--- src/sv/whp_pkg.sv ---
`timescale 1ns / 1ps
// Shared types and constants for the WAV header parser.
// No dependencies; every other file but whp_fifo refers to this package by scoped names.
package whp_pkg;

  // Tags as they appear once four little-endian bytes have been shifted in.
  localparam logic [31:0] TagRiff = 32'h4646_4952;
  localparam logic [31:0] TagWave = 32'h4556_4157;
  localparam logic [31:0] TagFmt  = 32'h2074_6D66;
  localparam logic [31:0] TagData = 32'h6174_6164;

  localparam int unsigned FmtFieldBytes = 16;

  typedef enum logic [3:0] {
    PH_RIFF  = 4'd0,
    PH_RSIZE = 4'd1,
    PH_WAVE  = 4'd2,
    PH_CTAG  = 4'd3,
    PH_CSIZE = 4'd4,
    PH_FTYPE = 4'd5,
    PH_FCHAN = 4'd6,
    PH_FRATE = 4'd7,
    PH_FSKIP = 4'd8,
    PH_FBITS = 4'd9,
    PH_SKIP  = 4'd10
  } whp_phase_e;

  typedef enum logic [1:0] {
    ST_OK          = 2'd0,
    ST_BAD_TAG     = 2'd1,
    ST_UNSUPPORTED = 2'd2,
    ST_TRUNCATED   = 2'd3
  } whp_status_e;

  typedef enum logic [1:0] {
    SMP_INT8    = 2'd0,
    SMP_INT16   = 2'd1,
    SMP_INT32   = 2'd2,
    SMP_FLOAT32 = 2'd3
  } whp_sample_e;

  // One classified byte, as handed from the front end to the parser.
  typedef struct packed {
    logic [31:0] word;      // last four bytes, newest in the top byte
    logic [31:0] pos_next;  // file position just past this byte
    logic        sof;
    logic        eof;
    logic        is_riff;
    logic        is_wave;
    logic        is_fmt;
    logic        is_data;
    logic        half_is8;  // upper half-word compares
    logic        half_is16;
    logic        half_is32;
    logic        half_is1;
    logic        half_is3;
  } whp_entry_t;

  localparam int unsigned EntryWidth = $bits(whp_entry_t);

  // Status of the parser, for checking at the top level.
  typedef struct packed {
    logic pop;
    logic emit;
    logic finished;
  } whp_back_st_t;

endpackage

--- src/sv/whp_fifo.sv ---
`timescale 1ns / 1ps
// Small register queue between the front end and the parser of the WAV header parser.
// Uses no package; width and depth come from parameters.
module whp_fifo #(
  parameter int unsigned Width = 8,
  parameter int unsigned Depth = 4
) (
  input  logic             clk_i,
  input  logic             rst_ni,
  input  logic             push_i,
  input  logic [Width-1:0] push_data_i,
  output logic             push_ready_o,
  input  logic             pop_i,
  output logic [Width-1:0] pop_data_o,
  output logic             pop_valid_o
);

  localparam int unsigned PtrW = (Depth > 1) ? $clog2(Depth) : 1;
  localparam int unsigned CntW = $clog2(Depth + 1);

  logic [Width-1:0] mem_q [Depth];
  logic [PtrW-1:0]  wr_ptr_q, wr_ptr_d, rd_ptr_q, rd_ptr_d;
  logic [CntW-1:0]  cnt_q, cnt_d;
  logic             do_push, do_pop;

  assign push_ready_o = (cnt_q != CntW'(Depth));
  assign pop_valid_o  = (cnt_q != '0);
  assign pop_data_o   = mem_q[rd_ptr_q];
  assign do_push      = push_i && push_ready_o;
  assign do_pop       = pop_i && pop_valid_o;

  always_comb begin
    wr_ptr_d = wr_ptr_q;
    rd_ptr_d = rd_ptr_q;
    cnt_d    = cnt_q;
    if (do_push) begin
      wr_ptr_d = (wr_ptr_q == PtrW'(Depth - 1)) ? '0 : wr_ptr_q + PtrW'(1);
    end
    if (do_pop) begin
      rd_ptr_d = (rd_ptr_q == PtrW'(Depth - 1)) ? '0 : rd_ptr_q + PtrW'(1);
    end
    if (do_push && !do_pop) begin
      cnt_d = cnt_q + CntW'(1);
    end else if (do_pop && !do_push) begin
      cnt_d = cnt_q - CntW'(1);
    end
  end

  always_ff @(posedge clk_i or negedge rst_ni) begin
    if (!rst_ni) begin
      wr_ptr_q <= '0;
      rd_ptr_q <= '0;
      cnt_q    <= '0;
    end else begin
      wr_ptr_q <= wr_ptr_d;
      rd_ptr_q <= rd_ptr_d;
      cnt_q    <= cnt_d;
    end
  end

  always_ff @(posedge clk_i) begin
    if (do_push) begin
      mem_q[wr_ptr_q] <= push_data_i;
    end
  end

endmodule

--- src/sv/whp_front.sv ---
`timescale 1ns / 1ps
// Front end of the WAV header parser: assembles the byte window and file position
// and classifies each byte against the known tags. Depends on whp_pkg.
module whp_front (
  input  logic                clk_i,
  input  logic                rst_ni,
  input  logic                accept_i,
  input  logic [7:0]          byte_i,
  input  logic                sof_i,
  input  logic                eof_i,
  output whp_pkg::whp_entry_t entry_o
);

  logic [31:0] word_q, word_d;
  logic [31:0] pos_q, pos_d;
  logic [31:0] word_base, pos_base;
  logic [15:0] half;

  // A start of file restarts both the window and the position from zero.
  assign word_base = sof_i ? 32'd0 : word_q;
  assign pos_base  = sof_i ? 32'd0 : pos_q;
  assign word_d    = {byte_i, word_base[31:8]};
  assign pos_d     = pos_base + 32'd1;
  assign half      = word_d[31:16];

  always_comb begin
    entry_o           = '0;
    entry_o.word      = word_d;
    entry_o.pos_next  = pos_d;
    entry_o.sof       = sof_i;
    entry_o.eof       = eof_i;
    entry_o.is_riff   = (word_d == whp_pkg::TagRiff);
    entry_o.is_wave   = (word_d == whp_pkg::TagWave);
    entry_o.is_fmt    = (word_d == whp_pkg::TagFmt);
    entry_o.is_data   = (word_d == whp_pkg::TagData);
    entry_o.half_is8  = (half == 16'd8);
    entry_o.half_is16 = (half == 16'd16);
    entry_o.half_is32 = (half == 16'd32);
    entry_o.half_is1  = (half == 16'd1);
    entry_o.half_is3  = (half == 16'd3);
  end

  always_ff @(posedge clk_i or negedge rst_ni) begin
    if (!rst_ni) begin
      word_q <= '0;
      pos_q  <= '0;
    end else if (accept_i) begin
      word_q <= word_d;
      pos_q  <= pos_d;
    end
  end

endmodule

--- src/sv/whp_back.sv ---
`timescale 1ns / 1ps
// Parser back end of the WAV header parser: chunk walking state machine and result register.
// Depends on whp_pkg; takes classified bytes from the queue.
module whp_back (
  input  logic                  clk_i,
  input  logic                  rst_ni,
  input  logic                  in_valid_i,
  input  whp_pkg::whp_entry_t   in_entry_i,
  output logic                  pop_o,
  output logic                  out_valid_o,
  input  logic                  out_ready_i,
  output whp_pkg::whp_status_e  out_status_o,
  output logic [31:0]           out_rate_o,
  output logic [7:0]            out_chan_o,
  output logic [1:0]            out_type_o,
  output logic [31:0]           out_offs_o,
  output logic [31:0]           out_len_o,
  output whp_pkg::whp_back_st_t st_o
);

  whp_pkg::whp_phase_e phase_q, phase_d;
  logic [2:0]  cnt_q, cnt_d;
  logic        tag_fmt_q, tag_fmt_d, tag_data_q, tag_data_d;
  logic [31:0] left_q, left_d;
  logic        seen_fmt_q, seen_fmt_d, seen_data_q, seen_data_d;
  logic        code1_q, code1_d, code3_q, code3_d;
  logic [31:0] rate_q, rate_d;
  logic [7:0]  chan_q, chan_d;
  whp_pkg::whp_sample_e stype_q, stype_d;
  logic [31:0] offs_q, offs_d, len_q, len_d;
  logic        fin_q, fin_d;

  logic        ov_q;
  whp_pkg::whp_status_e ostat_q;
  logic [31:0] orate_q, ooffs_q, olen_q;
  logic [7:0]  ochan_q;
  logic [1:0]  otype_q;

  logic        pop, emit;
  whp_pkg::whp_status_e est;
  logic [2:0]  need;
  logic [31:0] w;

  assign pop = in_valid_i && (!ov_q || out_ready_i);
  assign w   = in_entry_i.word;

  always_comb begin
    emit = 1'b0;
    est  = whp_pkg::ST_OK;
    need = 3'd2;
    // Start of file: continue from the reset state.
    if (in_entry_i.sof) begin
      phase_d     = whp_pkg::PH_RIFF;
      cnt_d       = '0;
      tag_fmt_d   = 1'b0;
      tag_data_d  = 1'b0;
      left_d      = '0;
      seen_fmt_d  = 1'b0;
      seen_data_d = 1'b0;
      code1_d     = 1'b0;
      code3_d     = 1'b0;
      rate_d      = '0;
      chan_d      = '0;
      stype_d     = whp_pkg::SMP_INT8;
      offs_d      = '0;
      len_d       = '0;
      fin_d       = 1'b0;
    end else begin
      phase_d     = phase_q;
      cnt_d       = cnt_q;
      tag_fmt_d   = tag_fmt_q;
      tag_data_d  = tag_data_q;
      left_d      = left_q;
      seen_fmt_d  = seen_fmt_q;
      seen_data_d = seen_data_q;
      code1_d     = code1_q;
      code3_d     = code3_q;
      rate_d      = rate_q;
      chan_d      = chan_q;
      stype_d     = stype_q;
      offs_d      = offs_q;
      len_d       = len_q;
      fin_d       = fin_q;
    end

    if (!fin_d) begin
      cnt_d = cnt_d + 3'd1;
      case (phase_d)
        whp_pkg::PH_RIFF, whp_pkg::PH_RSIZE, whp_pkg::PH_WAVE,
        whp_pkg::PH_CTAG, whp_pkg::PH_CSIZE, whp_pkg::PH_FRATE: need = 3'd4;
        whp_pkg::PH_FSKIP: need = 3'd6;
        whp_pkg::PH_SKIP:  need = 3'd1;
        default:           need = 3'd2;
      endcase
      if (cnt_d >= need) begin
        cnt_d = '0;
        case (phase_d)
          whp_pkg::PH_RIFF: begin
            if (!in_entry_i.is_riff) begin
              emit = 1'b1;
              est  = whp_pkg::ST_BAD_TAG;
            end else begin
              phase_d = whp_pkg::PH_RSIZE;
            end
          end
          whp_pkg::PH_RSIZE: phase_d = whp_pkg::PH_WAVE;
          whp_pkg::PH_WAVE: begin
            if (!in_entry_i.is_wave) begin
              emit = 1'b1;
              est  = whp_pkg::ST_BAD_TAG;
            end else begin
              phase_d = whp_pkg::PH_CTAG;
            end
          end
          whp_pkg::PH_CTAG: begin
            tag_fmt_d  = in_entry_i.is_fmt;
            tag_data_d = in_entry_i.is_data;
            phase_d    = whp_pkg::PH_CSIZE;
          end
          whp_pkg::PH_CSIZE: begin
            if (tag_fmt_d) begin
              left_d  = (w > 32'(whp_pkg::FmtFieldBytes)) ?
                        w - 32'(whp_pkg::FmtFieldBytes) : 32'd0;
              phase_d = whp_pkg::PH_FTYPE;
            end else begin
              if (tag_data_d) begin
                offs_d      = in_entry_i.pos_next;
                len_d       = w;
                seen_data_d = 1'b1;
                if (seen_fmt_d) begin
                  emit = 1'b1;
                end
              end
              left_d  = w;
              phase_d = (w != 32'd0) ? whp_pkg::PH_SKIP : whp_pkg::PH_CTAG;
            end
          end
          whp_pkg::PH_FTYPE: begin
            code1_d = in_entry_i.half_is1;
            code3_d = in_entry_i.half_is3;
            phase_d = whp_pkg::PH_FCHAN;
          end
          whp_pkg::PH_FCHAN: begin
            chan_d  = w[23:16];
            phase_d = whp_pkg::PH_FRATE;
          end
          whp_pkg::PH_FRATE: begin
            rate_d  = w;
            phase_d = whp_pkg::PH_FSKIP;
          end
          whp_pkg::PH_FSKIP: phase_d = whp_pkg::PH_FBITS;
          whp_pkg::PH_FBITS: begin
            if (in_entry_i.half_is8 || in_entry_i.half_is16 ||
                (in_entry_i.half_is32 && (code1_d || code3_d))) begin
              if (in_entry_i.half_is8) begin
                stype_d = whp_pkg::SMP_INT8;
              end else if (in_entry_i.half_is16) begin
                stype_d = whp_pkg::SMP_INT16;
              end else if (code1_d) begin
                stype_d = whp_pkg::SMP_INT32;
              end else begin
                stype_d = whp_pkg::SMP_FLOAT32;
              end
              seen_fmt_d = 1'b1;
              if (seen_data_d) begin
                emit = 1'b1;
              end
              phase_d = (left_d != 32'd0) ? whp_pkg::PH_SKIP : whp_pkg::PH_CTAG;
            end else begin
              emit = 1'b1;
              est  = whp_pkg::ST_UNSUPPORTED;
            end
          end
          default: begin
            if (left_d != 32'd0) begin
              left_d = left_d - 32'd1;
            end
            if (left_d == 32'd0) begin
              phase_d = whp_pkg::PH_CTAG;
            end
          end
        endcase
      end
      if (!emit && in_entry_i.eof) begin
        emit = 1'b1;
        est  = whp_pkg::ST_TRUNCATED;
      end
      if (emit) begin
        fin_d = 1'b1;
      end
    end
  end

  always_ff @(posedge clk_i or negedge rst_ni) begin
    if (!rst_ni) begin
      phase_q     <= whp_pkg::PH_RIFF;
      cnt_q       <= '0;
      tag_fmt_q   <= 1'b0;
      tag_data_q  <= 1'b0;
      left_q      <= '0;
      seen_fmt_q  <= 1'b0;
      seen_data_q <= 1'b0;
      code1_q     <= 1'b0;
      code3_q     <= 1'b0;
      rate_q      <= '0;
      chan_q      <= '0;
      stype_q     <= whp_pkg::SMP_INT8;
      offs_q      <= '0;
      len_q       <= '0;
      fin_q       <= 1'b0;
    end else if (pop) begin
      phase_q     <= phase_d;
      cnt_q       <= cnt_d;
      tag_fmt_q   <= tag_fmt_d;
      tag_data_q  <= tag_data_d;
      left_q      <= left_d;
      seen_fmt_q  <= seen_fmt_d;
      seen_data_q <= seen_data_d;
      code1_q     <= code1_d;
      code3_q     <= code3_d;
      rate_q      <= rate_d;
      chan_q      <= chan_d;
      stype_q     <= stype_d;
      offs_q      <= offs_d;
      len_q       <= len_d;
      fin_q       <= fin_d;
    end
  end

  always_ff @(posedge clk_i or negedge rst_ni) begin
    if (!rst_ni) begin
      ov_q <= 1'b0;
    end else if (pop && emit) begin
      ov_q <= 1'b1;
    end else if (out_ready_i) begin
      ov_q <= 1'b0;
    end
  end

  // Error results carry zeros in every field but the status.
  always_ff @(posedge clk_i) begin
    if (pop && emit) begin
      ostat_q <= est;
      if (est == whp_pkg::ST_OK) begin
        orate_q <= rate_d;
        ochan_q <= chan_d;
        otype_q <= stype_d;
        ooffs_q <= offs_d;
        olen_q  <= len_d;
      end else begin
        orate_q <= '0;
        ochan_q <= '0;
        otype_q <= '0;
        ooffs_q <= '0;
        olen_q  <= '0;
      end
    end
  end

  assign pop_o        = pop;
  assign out_valid_o  = ov_q;
  assign out_status_o = ostat_q;
  assign out_rate_o   = orate_q;
  assign out_chan_o   = ochan_q;
  assign out_type_o   = otype_q;
  assign out_offs_o   = ooffs_q;
  assign out_len_o    = olen_q;

  always_comb begin
    st_o          = '0;
    st_o.pop      = pop;
    st_o.emit     = emit;
    st_o.finished = fin_q;
  end

endmodule

--- src/sv/wav_header_parser.sv ---
`timescale 1ns / 1ps
// Top level of the WAV header parser: front end, queue and parser back end.
// Depends on whp_pkg, whp_front, whp_fifo and whp_back.

// The block reads a WAV file as a stream of bytes, one byte per request on the slave
// side, and takes one byte in every clock cycle while the queue has room. A front end
// keeps the last four bytes and the file position and compares them against the RIFF,
// WAVE, fmt and data tags; a short queue of FifoDepth entries hands these classified
// bytes to the parser, which walks the chunks and holds the fmt fields. The last byte
// of a result passes the queue, and the result the output register, before it is valid.
// While a result waits in the output register the parser holds, and the slave side
// keeps taking bytes until the queue is full. Raise tuser with
// the first byte of every file; it restarts the parse. Raise tlast with the last byte
// available: a file that ends before its result is complete gives a truncated status.
// After a result, bytes are dropped until the next start of file. When the status is
// not ok, every other field of the result is zero.
module wav_header_parser #(
  parameter int unsigned FifoDepth = 4
) (
  input  logic         clk_i,
  input  logic         rst_ni,
  input  logic         s_axis_tvalid_i,
  output logic         s_axis_tready_o,
  input  logic [7:0]   s_axis_tdata_i,   // byte_value [7:0]
  input  logic         s_axis_tuser_i,   // start_of_file [0]
  input  logic         s_axis_tlast_i,   // end_of_file
  output logic         m_axis_tvalid_o,
  input  logic         m_axis_tready_i,
  // sample_rate [31:0], channels [39:32], sample_type [41:40], data_offset [73:42],
  // data_length [105:74], zero padding [111:106]
  output logic [111:0] m_axis_tdata_o,
  output logic [1:0]   m_axis_tuser_o    // status [1:0]
);

  whp_pkg::whp_entry_t   push_entry, pop_entry;
  logic [whp_pkg::EntryWidth-1:0] pop_bits;
  logic                  in_accept, q_ready, q_valid, q_pop;
  whp_pkg::whp_status_e  res_status;
  logic [31:0]           res_rate, res_offs, res_len;
  logic [7:0]            res_chan;
  logic [1:0]            res_type;
  whp_pkg::whp_back_st_t back_st;

  assign s_axis_tready_o = q_ready;
  assign in_accept       = s_axis_tvalid_i && q_ready;

  whp_front u_front (
    .clk_i    (clk_i),
    .rst_ni   (rst_ni),
    .accept_i (in_accept),
    .byte_i   (s_axis_tdata_i),
    .sof_i    (s_axis_tuser_i),
    .eof_i    (s_axis_tlast_i),
    .entry_o  (push_entry)
  );

  whp_fifo #(
    .Width (whp_pkg::EntryWidth),
    .Depth (FifoDepth)
  ) u_fifo (
    .clk_i        (clk_i),
    .rst_ni       (rst_ni),
    .push_i       (in_accept),
    .push_data_i  (push_entry),
    .push_ready_o (q_ready),
    .pop_i        (q_pop),
    .pop_data_o   (pop_bits),
    .pop_valid_o  (q_valid)
  );

  assign pop_entry = whp_pkg::whp_entry_t'(pop_bits);

  whp_back u_back (
    .clk_i        (clk_i),
    .rst_ni       (rst_ni),
    .in_valid_i   (q_valid),
    .in_entry_i   (pop_entry),
    .pop_o        (q_pop),
    .out_valid_o  (m_axis_tvalid_o),
    .out_ready_i  (m_axis_tready_i),
    .out_status_o (res_status),
    .out_rate_o   (res_rate),
    .out_chan_o   (res_chan),
    .out_type_o   (res_type),
    .out_offs_o   (res_offs),
    .out_len_o    (res_len),
    .st_o         (back_st)
  );

  assign m_axis_tdata_o = {6'd0, res_len, res_offs, res_type, res_chan, res_rate};
  assign m_axis_tuser_o = res_status;

  // An error result never carries field data.
  assert property (@(posedge clk_i) disable iff (!rst_ni)
    (m_axis_tvalid_o && (res_status != whp_pkg::ST_OK)) |-> (m_axis_tdata_o == '0))
    else $error("error result with nonzero fields");

  // The parser only consumes entries that the queue holds.
  assert property (@(posedge clk_i) disable iff (!rst_ni)
    back_st.pop |-> q_valid)
    else $error("parser popped an empty queue");

  // A delivered result leaves the parser idle until the next start of file.
  assert property (@(posedge clk_i) disable iff (!rst_ni)
    (back_st.pop && back_st.emit) |=> (back_st.finished && m_axis_tvalid_o))
    else $error("parser not finished after a result");

  // A result never appears without a byte having been parsed in the cycle before.
  assert property (@(posedge clk_i) disable iff (!rst_ni)
    $rose(m_axis_tvalid_o) |-> $past(back_st.pop && back_st.emit))
    else $error("result appeared without a parsed byte");

endmodule

--- config.mk ---
export PLATFORM = sky130hd
export DESIGN_NAME = wav_header_parser
export DESIGN_NICKNAME = d
export VERILOG_FILES = /design/src/sv/whp_pkg.sv /design/src/sv/whp_fifo.sv /design/src/sv/whp_front.sv /design/src/sv/whp_back.sv /design/src/sv/wav_header_parser.sv
export SDC_FILE = /design/constraint.sdc
export NUM_CORES = 1
export LEC_CHECK = 0
export ABC_CLOCK_PERIOD_IN_PS = 15000
export BUFFER_PORTS_ARGS = -buffer_cell sky130_fd_sc_hd__buf_2
export CAP_MARGIN = 20
export CORE_MARGIN = 1.5
export CORE_UTILIZATION = 50
export DETAILED_ROUTE_END_ITERATION = 10
export GPL_TIMING_DRIVEN = 0
export PLACE_DENSITY = 0.64
export SETUP_SLACK_MARGIN = 0.3
export SLEW_MARGIN = 10
export SYNTH_ARGS = -nofsm -noshare
export SYNTH_HDL_FRONTEND = slang
export SYNTH_SLANG_ARGS = --single-unit
--- constraint.sdc ---
create_clock -name clk_i -period 15 [get_ports clk_i]
set_input_delay 2.25 -clock clk_i [delete_from_list [all_inputs] [get_ports clk_i]]
set_output_delay 2.25 -clock clk_i [all_outputs]
set_load 0.01 [all_outputs]
# == Word-level counts from Yosys, hierarchy flattened ==
# Memories as Yosys holds them, arrays and structs flattened.
# Cells that the tools add are included.
# totals
regBits,332
latch_bits,0
ramBits,300
mem_bits_ro,48
out_inout_bits,116
n_memories,2
# op_classes
n_addsub,8
mul,0
div,0
magnitude_cmp,2
n_eq_ne,21
shifts,0
muxes,113
n_bitwise,0
n_reduce_logical,27
# memory_table
memory,words,width,rd,rd_ports_with_merged_regs,write_ports,line,rtl
u_fifo.mem_q,4,75,1,0,1,whp_fifo.sv:21,logic [Width-1:0] mem_q [Depth];
(name not given),16,3,1,0,0,whp_back.sv:88,case (phase_d)
# ops
cell,count
32-bit 2-to-1 mux,27
32-bit by 31-bit equality test with 1-bit output (second input constant),3
32-bit one-hot mux with 2 select lines,1
32-bit nonzero test,2
1-bit 2-to-1 mux,49
4-bit 2-to-1 mux,10
4-bit one-hot mux with 10 select lines,1
32-bit by 1-bit adder with 32-bit output (second input constant),1
32-bit by 30-bit equality test with 1-bit output (second input constant),1
32-bit by 5-bit > comparator with 1-bit output (second input constant),1
32-bit logical NOT,1
8-bit 2-to-1 mux,4
32-bit by 1-bit subtractor with 32-bit output (second input constant),1
32-bit by 5-bit subtractor with 32-bit output (second input constant),1
2-bit 2-to-1 mux,13
3-bit 2-to-1 mux,6
16-bit by 1-bit equality test with 1-bit output (second input constant),1
16-bit by 2-bit equality test with 1-bit output (second input constant),1
16-bit by 4-bit equality test with 1-bit output (second input constant),1
16-bit by 5-bit equality test with 1-bit output (second input constant),1
16-bit by 6-bit equality test with 1-bit output (second input constant),1
4-bit by 3-bit equality test with 1-bit output (second input constant),4
10-bit OR reduction,1
1-bit logical AND,9
18 further kinds,30

# == Depth between registers and ports, before layout ==
# An unclocked memory read counts as a cell.
# logic_depth
word_depth,16
mapped_depth,24
mapped_depth_nobuf,17

# == Modules after synthesis ==
# A second synthesis with hierarchy kept.
# hier_totals
hier_cells,2251
hier_area_um2,28902.7
# by_module_without_submodules
mod,n_inst,cells_each,area_per_inst_um2
whp_back,1,1401,13751.9
whp_fifo,1,429,11275.8
whp_front,1,413,3819.9
wav_header_parser,1,8,55.1

# == Least setup slack after synthesis ==
# Ideal clock, no wire load.
# synth_timing
kind,reg2reg
startpoint,register u_fifo.rd_ptr_q[0]
endpoint,"register u_back.ochan_q[0], in the netlist u_back.out_chan_o[0] (enable)"
setup_time_ps,479
arrival_time_ps,6264
required_ps,14521
setup_slack_ps,8257
path_stages_with_launch,17
synth_period_minus_slack_ps,6743
cell_sequence,dfrtp_1 > buf_6 > buf_12 > mux4_2 > clkbuf_1 > buf_1 > clkbuf_1 > clkbuf_1 > clkbuf_1 > nor2b_1 > ha_1 > ha_1 > a21o_1 > a21oi_1 > a21oi_1 > o21a_1 > and2_1
# synth_between
elab_chain_cells,15
elab_cells_between_ends,38
classes_between,add/sub (1); order compare (1); eq/ne (3); mux (23); reduce/logical (8); memory (2)
# synth_lines
element,line,rtl
from (decl),whp_fifo.sv:22,"logic [PtrW-1:0] wr_ptr_q, wr_ptr_d, rd_ptr_q, rd_ptr_d;"
from (signal assigned),whp_fifo.sv:56,rd_ptr_q <= rd_ptr_d;
memory read 4 x 75 bit (*),--,
"parallel branches: the longest is 12 deep, another holds memory read 16 x 3 bit",--,
1-bit 2-to-1 mux (*),whp_back.sv:86,if (!fin_d) begin
1-bit logical AND (*),whp_back.sv:242,if (pop && emit) begin
to (signal assigned),whp_back.sv:246,ochan_q <= chan_d;
to (decl),whp_back.sv:36,logic [7:0] ochan_q;
# Mark *: on every way between the ends. The select of a mux whose other input is x is not followed.
# A chain may end at the register's enable or synchronous reset.

# == Worst setup path after layout ==
# layout_timing
startpoint,register u_fifo.rd_ptr_q[1]
endpoint,"register u_back.olen_q[29], in the netlist u_back.out_len_o[29] (data pin)"
# layout_between
elab_chain_cells,14
elab_cells_between_ends,48
classes_between,add/sub (1); order compare (1); eq/ne (3); mux (33); reduce/logical (8); memory (2)
# layout_lines
element,line,rtl
memory read 4 x 75 bit (*),--,
"parallel branches: the longest is 11 deep, another holds memory read 16 x 3 bit",--,
2-bit 2-to-1 mux (*),whp_back.sv:86,
named net u_back.est[1],whp_back.sv:40,whp_pkg::whp_status_e est;
2-bit logical NOT (*),whp_back.sv:244,if (est == whp_pkg::ST_OK) begin
to (signal assigned),whp_back.sv:249,olen_q <= len_d;
to (decl),whp_back.sv:35,"logic [31:0] orate_q, ooffs_q, olen_q;"
# Mark *: on every way through the listed nets, which the timed path passes. The select of a mux whose other input is x is not followed.

==> flow_metrics.env <==
export IMPL_cts_tree="built"
export IMPL_drt_vias_per_instance=6.165
export IMPL_hpwl_mm=58.85
export IMPL_synthFlopType="edfxtp_1"
export IMPL_cts_buffers_inserted=67
export IMPL_clockBufferDepth=3
export IMPL_synthMuxAreaShare_pct=6.642
export IMPL_post_cts_resized=0
export IMPL_p_per_area_mw_per_mm2=212.9
export IMPL_cp_arrival_ps=9210
export IMPL_postRouteAntennaNets=0
export IMPL_min_path_cells=2
export IMPL_netlist_area_leader_share_pct=43.65
export IMPL_syn_inst=2227
export IMPL_finalHoldViolations=0
export IMPL_min_period_ps=8881
export IMPL_fin_nets=2465
export IMPL_maxCapViolations=0
export IMPL_multi_input_area_mm2=0.009651
export IMPL_grt_max_degree=103
export IMPL_synth_seq_cells=624
export IMPL_reg2reg_depth=20
export IMPL_tightest_slew_ps=1146
export IMPL_fin_tns_setup_ps=0
export IMPL_vdd_drop_max_mv=0.1624
export IMPL_cp_end_kind="flip-flop"
export IMPL_finClkSkew_ps=15.53
export IMPL_fill_cells=4470
export IMPL_rsz0062_at_grt="no"
export IMPL_yosysSeqAreaShare_pct=62.91
export IMPL_drive_gt1_share_pct=15.25
export IMPL_layout_setup_ws_ps=6119
export IMPL_start_kind="flip-flop"
export IMPL_postLayoutCoreUtil_pct=57.92
export IMPL_grt_pass1_wl_mm=124.2
export IMPL_critical_path_class="flip-flop to flip-flop"
export IMPL_fmax_ghz=0.1126
export IMPL_synth_top_family_by_area="simple AND/OR/NAND/NOR gates"
export IMPL_syn_avg_cell_area_um2=12.60
export IMPL_cp_max_fo=10
export IMPL_grt_pass1_vias=19320
export IMPL_antenna_found_initial=1
export IMPL_drt_pass1_iter_count=9
export IMPL_hold_buffers=0
export IMPL_status="finished with violations"
export IMPL_core_mm2=0.05531
export IMPL_synth_edf_count=408
export IMPL_synth_adder_area_share_pct=0.9183
export IMPL_cts_max_level=3
export IMPL_synth_largest_area_cell="edfxtp_1"
export IMPL_yosys_area_share_simple_pct=13.55
export IMPL_fp_dieW_um=239.9
export IMPL_rows=86
export IMPL_drtIter0Drc=2164
export IMPL_syn_to_final_growth_pct=14.13
export IMPL_regArea_mm2=0.01766
export IMPL_synth_area_leaders="edfxtp_1 44%, dfrtp_1 19%, mux4_2 5.9%, nand2_1 4.0%, nor2_1 2.4%"
export IMPL_die_area_mm2=0.05756
export IMPL_die_h_um=239.9
export IMPL_clkSlewWorstSetupHoldPaths_ps=60
export IMPL_place_ws_ps=6171
export IMPL_numPortBuffers=123
export IMPL_track_usage_pct=29.29
export IMPL_cts_num_sinks=624
export IMPL_ys_types=90
export IMPL_drv_slew=0
export IMPL_hold_slack_ps=475.4
export IMPL_wl_mm=82.81
export IMPL_wl_per_cell_um=25.61
export IMPL_start_util_pct=50.75
export IMPL_violations="design-rule violations"
export IMPL_async_reset_ff_share_pct=34.62
export IMPL_setup_violations=0
export IMPL_slew_limit_headroom_pct=23.59
export IMPL_grt_ovfl_total=0
export IMPL_synth_warnings=0
export IMPL_cts_setup_buffers=0
export IMPL_drc=1
export IMPL_gp_congestion=0.9334
export IMPL_n_antenna_cell=0
export IMPL_synth_xor_area_share_pct=1.872
export IMPL_hold_class="flip-flop to flip-flop"
export IMPL_min_period_over_period_pct=59.21
export IMPL_synth_cell_area_mm2=0.02807
export IMPL_cts_root_buf="clkbuf_16"
export IMPL_required_ps=15330
export IMPL_synth_compound_area_share_pct=11.24
export IMPL_p_leak_uw=0.01219
export IMPL_io_pins=130
export IMPL_clk_latency_ps=600
export IMPL_power_uw=6821
export IMPL_via_count=19930
cell families (layout without fill, tap and decap cells):
family / count (synthesis) / after routing
compound gates: 461 / 461
xor+xnor: 60 / 60
simple gates: 788 / 788
other cells: 1 / 6
flops: 624 / 624
buf+inv: 182 / 435
mux: 91 / 91
fa+ha+maj: 20 / 20
synth_stat cells (26+ instances only):
cell type / count
mux4_2: 74
nor2b_1: 34
dfrtp_1: 216
clkbuf_1: 114
xor2_1: 26
a22o_1: 73
nor3_1: 32
nor2_1: 177
nand2_1: 302
xnor2_1: 34
inv_1: 27
edfxtp_1: 408
a211oi_1: 33
o21ai_0: 118
and3_1: 51
nand3_1: 50
a21oi_1: 94
cells in the final DEF, fill, tap and decap left out, types with 23 or more instances in the layout:
cell type and count:
nand2_1 302, mux4_2 74, edfxtp_1 408, dfrtp_1 216
nand3_1 50, clkbuf_1 133, a211oi_1 33, nor2_1 177
nor4_1 23, and3_1 47, a21oi_1 94, inv_1 27
xnor2_1 34, buf_2 136, xor2_1 26, nor2b_1 34
o21ai_0 118, a22o_1 73, clkbuf_16 69, nor3_1 32
path summary, 6_finish.rpt:
check	startpoint	to	slack, ps
max in group asynchronous	rst_ni	u_back.offs_q[13]	12160
setup reg to reg	u_fifo.rd_ptr_q[1]	u_back.out_len_o[29]	6120
hold reg to reg	u_front.word_q[30]	u_front.word_q[30]	480
hold / removal	u_front.word_q[30]	u_front.word_q[30]	480
min in group asynchronous	rst_ni	u_front.word_q[24]	1600
setup / recovery	u_fifo.rd_ptr_q[1]	u_back.out_len_o[29]	6120
registers in the layout (all words and copies together) (netlist names), 2 cells and up:
register	count
u_back.stype_q	2
u_front.pos_q	32
u_front.word_q	24
u_fifo.mem_q	300
u_back.out_rate_o	32
u_back.offs_q	32
u_back.out_chan_o	8
u_back.left_q	32
u_back.chan_q	8
u_back.cnt_q	3
u_back.rate_q	32
u_fifo.rd_ptr_q	2
u_back.out_offs_o	32
u_fifo.wr_ptr_q	2
u_back.phase_q	4
u_fifo.cnt_q	3
u_back.out_len_o	32
u_back.out_type_o	2
u_back.len_q	32
u_back.out_status_o	2
cell type report:
class                           count  area share [%]
Buffer                            155           2.184
Timing Repair Buffer              130           2.555
Tap cell                          748           2.922
Sequential cell                   624           55.12
Clock buffer                       92           5.785
Multi-Input combinational cell   1426           30.13
Inverter                           27          0.3164
Clock inverter                     31          0.9882
where the power goes:
| part | switching (µW) | leakage [µW] | internal (µW) |
|---|---|---|---|
| combinational | 1960 | 0.00436 | 803 |
| clock | 679 | 0.00105 | 959 |
| sequential | 133 | 0.00678 | 2290 |
| total | 2770 | 0.0122 | 4050 |
through the flow:
stage	cells	cell area [µm²]
finish	3233	32030
global route	3233	32030
CTS	3233	32030
detailed placement	3110	29860
global placement	3103	29640
floorplan	2232	28090
layer usage:
| layer | up-vias | part of all wire, % | track usage, % |
|---|---|---|---|
| met1 | 10090 | 43 | 42.27 |
| met3 | 161 | 7.1 | 4.891 |
| met2 | 917 | 46 | 45.27 |
| met4 | 2 | 3.4 | 10.02 |
| met5 | - | 0.013 | 0 |
| li1 | 8760 | - | - |
worst max-delay path, stage by stage (launching register included):
cell and delay (ps):
dfrtp_1 350, buf_2 190, buf_2 390, mux4_2 510, clkbuf_1 570, buf_1 700
clkbuf_1 780, clkbuf_1 720, clkbuf_1 850, nor2b_1 160, ha_1 370, ha_1 290
a21o_1 180, a21oi_1 540, a21oi_1 160, o22ai_1 320, nand2b_1 300, buf_2 290
buf_2 390, buf_2 360, nor2_1 150
Note: power is estimated with default switching activity, not from simulation.
